`config.mk`:
```
export PLATFORM = sky130hd
export DESIGN_NAME = btf_ctrl
export DESIGN_NICKNAME = d
export VERILOG_FILES = /design/src/sv/btf_pkg.sv /design/src/sv/btf_ctrl.sv
export SDC_FILE = /design/constraint.sdc
export NUM_CORES = 1
export LEC_CHECK = 0
export ABC_AREA = 1
export BUFFER_PORTS_ARGS = -buffer_cell sky130_fd_sc_hd__buf_4
export CORE_AREA = 2 2 39 41
export CTS_BUF_LIST = sky130_fd_sc_hd__clkbuf_2 sky130_fd_sc_hd__clkbuf_4 sky130_fd_sc_hd__clkbuf_8
export CTS_CLUSTER_DIAMETER = 120
export DETAILED_ROUTE_END_ITERATION = 8
export DIE_AREA = 0 0 41 43
export PLACE_DENSITY = 0.42
export SLEW_MARGIN = 20
export SYNTH_ARGS = -nofsm -noshare
export SYNTH_HDL_FRONTEND = slang
export SYNTH_SLANG_ARGS = --single-unit
```
`constraint.sdc`:
```
create_clock -name clk -period 1.8 [get_ports clk]
set_clock_uncertainty 0.1 [all_clocks]
set_input_delay 0.09 -clock clk [delete_from_list [all_inputs] [get_ports clk]]
set_output_delay 0.09 -clock clk [all_outputs]
set_load 0.005 [all_outputs]
```
`src/sv/btf_pkg.sv`:
```
// shared types and constants for the background tile fetcher
`default_nettype none

package btf_pkg;

    localparam int CFG_INDEX_W = 2;
    localparam int CFG_DATA_W  = 8;

    localparam logic [CFG_INDEX_W-1:0] CFG_DISPLAY_CONTROL = 2'd0;
    localparam logic [CFG_INDEX_W-1:0] CFG_SCROLL_X        = 2'd1;
    localparam logic [CFG_INDEX_W-1:0] CFG_SCROLL_Y        = 2'd2;

    localparam logic ACT_WRITE = 1'b0;
    localparam logic ACT_FETCH = 1'b1;

    // display control bit positions
    localparam int LCDC_BG_EN    = 0;
    localparam int LCDC_BG_MAP   = 3;
    localparam int LCDC_TILE_UNS = 4;
    localparam int LCDC_WIN_EN   = 5;
    localparam int LCDC_WIN_MAP  = 6;

    // commands from the controller to the datapath
    typedef struct packed {
        logic mem_we;    // write beat: store mem_byte
        logic rd_map;    // fetch beat: read the tile number
        logic rd_lo;     // read the low plane byte
        logic rd_hi;     // read the high plane byte
        logic cap_lo;    // low plane byte is on the read port
        logic load_out;  // high plane byte is on the read port, fill output
    } btf_cmd_t;

endpackage

`default_nettype wire

```
`src/sv/btf_ctrl.sv`:
```
// fetch sequencer and output handshake control
`default_nettype none

module btf_ctrl (
    input  wire logic          clk,
    input  wire logic          rst_n,
    input  wire logic          in_valid,
    output logic               in_ready,
    input  wire logic          action,
    output logic               out_valid,
    input  wire logic          out_ready,
    output btf_pkg::btf_cmd_t  cmd
);

    typedef enum logic [1:0] {
        ST_IDLE,
        ST_LO,
        ST_HI,
        ST_DONE
    } state_t;

    state_t state_reg;
    state_t state_next;
    logic   out_valid_reg;
    logic   out_valid_next;
    logic   out_free;
    logic   accept;

    always_comb
    begin
        out_free = !out_valid_reg || out_ready;
        in_ready = (state_reg == ST_IDLE) || ((state_reg == ST_DONE) && out_free);
        accept   = in_valid && in_ready;

        cmd.mem_we   = accept && (action == btf_pkg::ACT_WRITE);
        cmd.rd_map   = accept && (action == btf_pkg::ACT_FETCH);
        cmd.rd_lo    = (state_reg == ST_LO);
        cmd.rd_hi    = (state_reg == ST_HI);
        cmd.cap_lo   = (state_reg == ST_HI);
        cmd.load_out = (state_reg == ST_DONE) && out_free;

        state_next = state_reg;
        case (state_reg)
            ST_IDLE:
            begin
                if (cmd.rd_map)
                    state_next = ST_LO;
            end
            ST_LO:   state_next = ST_HI;
            ST_HI:   state_next = ST_DONE;
            ST_DONE:
            begin
                if (cmd.rd_map)
                    state_next = ST_LO;
                else if (cmd.load_out)
                    state_next = ST_IDLE;
            end
            default: state_next = ST_IDLE;
        endcase

        if (cmd.load_out)
            out_valid_next = 1'b1;
        else if (out_ready)
            out_valid_next = 1'b0;
        else
            out_valid_next = out_valid_reg;
    end

    always_ff @(posedge clk or negedge rst_n)
    begin
        if (!rst_n)
        begin
            state_reg     <= ST_IDLE;
            out_valid_reg <= 1'b0;
        end
        else
        begin
            state_reg     <= state_next;
            out_valid_reg <= out_valid_next;
        end
    end

    assign out_valid = out_valid_reg;

endmodule

`default_nettype wire

```
==> flow_metrics.py <==
metrics = {
    "cells_and_area": {
        "layout-drive-gt1-share": 0.449,
        "area_growth_pct": 48.2,
        "diodes": 0,
        "n_fill_cell": 157,
        "final_cell_mix": "buf_4 (12), inv_1 (7), nand2_1 (5), ha_1 (5)",
        "nNetsFinal": 60,
        "layout.cells.non_filler": 65,
        "layout_commonest_cell": "buf_4",
        "seq_area_um2": 75.1,
        "largest_reg_flops": 2,
        "final_area_um2": 415,
        "multi_input_area_um2": 164,
    },
    "die": {
        "io_pins": 13,
        "dieArea_um2": 1760,
        "die_h_um": 43,
        "row_count": 14,
        "die_x_um": 41,
        "initial_core_util": 0.203,
        "design.core.area_um2": 1380,
    },
    "place": {
        "place_inst": 60,
        "gp_congestion": 0.697,
        "placed_cell_area_um2": 375,
        "io_buffer_count": 12,
        "hpwl_um": 419,
    },
    "synthesis": {
        "ys_seq_area_frac": 0.268,
        "syn_area_um2": 280,
        "synthCells": 34,
        "synth_cell_types": 11,
        "synth_nets": 44,
        "syn_area_per_cell_um2": 8.24,
        "synth_seq_cells": 3,
        "synth-warning-count": 0,
    },
    "sta": {
        "setup_tns_ns": 0,
        "drv_slew": 0,
        "slew_headroom": 0.894,
        "tightestPinTransition_ns": 0.158,
        "final.period_utilization": 0.849,
        "grt_setup_unrepaired": "false",
        "finalSetupViolations": 0,
        "hold_viol_final": 0,
        "min_period_ns": 1.53,
        "fmax_mhz": 654,
    },
    "run_status": {
        "status": "finished clean",
    },
    "run": {
        "drv_cap": 0,
    },
    "route": {
        "avgRoutedWirePerCell_um": 7.80,
        "drc": 0,
        "vias": 241,
        "viasPerCell": 3.71,
        "first_iter_violations": 2,
        "routed_wl_um": 507,
        "antenna_left": 0,
        "drt-pass1-iter-count": 2,
    },
    "global_route": {
        "antenna_found_initial": 0,
        "grt_max_degree": 6,
        "grt_pass1_vias": 241,
        "grt_overflow": 0,
        "grt_use_total": 0.0834,
        "grt_pass1_wl_um": 931,
    },
    "critical_path": {
        "crit_arrival_ns": 1.34,
        "r2r_cells": 8,
        "crit_path_end_kind": "primary output",
        "cp.required_ns": 1.61,
        "critPathMaxFanout": 5,
        "r2r_slack_ns": 0.42,
        "worstSetupPathType": "flip-flop to primary output",
        "r2r-end": "state_reg[0]",
        "crit_path_start_kind": "flip-flop",
        "r2r_start": "state_reg[0]",
    },
    "clocking": {
        "cts_tree": "yes",
        "clockRootBuffer": "clkbuf_4",
        "cts_setup_buffers": 0,
        "cts-buffers-inserted": 3,
        "h-tree-depth": 1,
        "cts.path.max_buffers": 2,
        "clk_pin_slew_worst_paths_ns": 0.04,
        "numClockSinks": 3,
        "clock_latency_ns": 0.23,
    },
    "power": {
        "power_density_nw_per_um2": 1650,
        "p_leak_nw": 0.241,
        "ir_drop_mv": 0.443,
    },
    "worst_hold_path": {
        "hold_class": "input port to flip-flop",
        "holdPathStages": 4,
        "min_from": "out_ready",
        "hold_path_end": "out_valid",
    },
}
==> report_power, final <==
part | switching [mW] | internal, mW | leakage, nW | total, mW
Sequential | 0.0319 | 0.104 | 0.0366 | 0.136
Combinational | 0.215 | 0.202 | 0.186 | 0.418
Clock | 0.0328 | 0.0980 | 0.0184 | 0.131
Total | 0.280 | 0.404 | 0.241 | 0.684
==> how the worst max path moves through the flow <==
stage                 start           end  slack, ns  depth (start not counted)
2_1_floorplan  state_reg[0]  state_reg[0]       0.51                          8
3_3_place_gp   state_reg[1]  state_reg[0]       0.40                          9
3_5_place_dp   state_reg[0]  state_reg[0]       0.39                          8
4_1_cts        state_reg[0]        cmd[4]       0.24                          7
5_1_grt        state_reg[1]        cmd[5]       0.12                          7
6_report       state_reg[0]        cmd[4]       0.27                          7
==> cell type report <==
| cell class | instances | share of cell area |
|---|---|---|
| clock buffers | 4 | 0.0723 |
| inverters | 7 | 0.0633 |
| multi-input cells | 22 | 0.395 |
| flip-flops and latches | 3 | 0.181 |
| well taps | 16 | 0.0482 |
| repair buffers | 13 | 0.241 |
==> timing repair <==
action | in CTS | in global routing
hold buffers | 1 | 0
resized for setup | 0 | 0
setup endpoints to repair | 0 | 0
hold endpoints to repair | 3 | 0
==> per-stage QoR <==
| step | util | setup slack (ns) | hold slack, ns | total power, mW |
|---|---|---|---|---|
| floorplan | - | 0.514 | -0.306 | 0.418 |
| global placement | 0.271 | 0.405 | -0.218 | 0.566 |
| detailed placement | 0.271 | 0.392 | -0.218 | 0.567 |
| CTS | 0.300 | 0.240 | 0.0279 | 0.706 |
| global route | 0.300 | 0.118 | 0.0416 | 0.793 |
| finish | 0.300 | 0.271 | 0.0290 | 0.684 |
==> worst max-delay path, stage by stage, from the launching register on <==
cell and delay [ns]:
dfrtp_1 0.40, inv_1 0.10, ha_1 0.20, inv_1 0.10, nand2_4 0.08, nand3_4 0.06
inv_1 0.04, buf_4 0.12
==> cells by family (layout without fill, tap and decap cells) <==
logic type                 count (synthesis)  count (layout)  synth area share
and+or+nand+nor                           14              14             0.308
buffers and inverters                      9              24             0.147
adders and majority gates                  5               5             0.223
AOI/OAI and AO/OA                          3               3            0.0536
DFF                                        3               3             0.268
==> Yosys cell counts, drive strengths merged <==
library cell  instances  area share
nand2                10        0.20
inv                   7       0.094
ha                    5        0.22
dfrtp                 3        0.27
o21ai                 3       0.054
buf                   2       0.054
nor2                  2       0.027
nand3                 1       0.063
nand4                 1       0.022
==> layer usage <==
metal  wire [um]  vias up  global-route usage  share of wire
met5           0        -                   0              0
met4           0        0              0.0600              0
met3          47        0              0.0471          0.093
met2         262        8               0.113           0.52
met1         196      102              0.0935           0.39
li1            -      131                   -              -
Note: power is estimated with default switching activity, not from simulation.
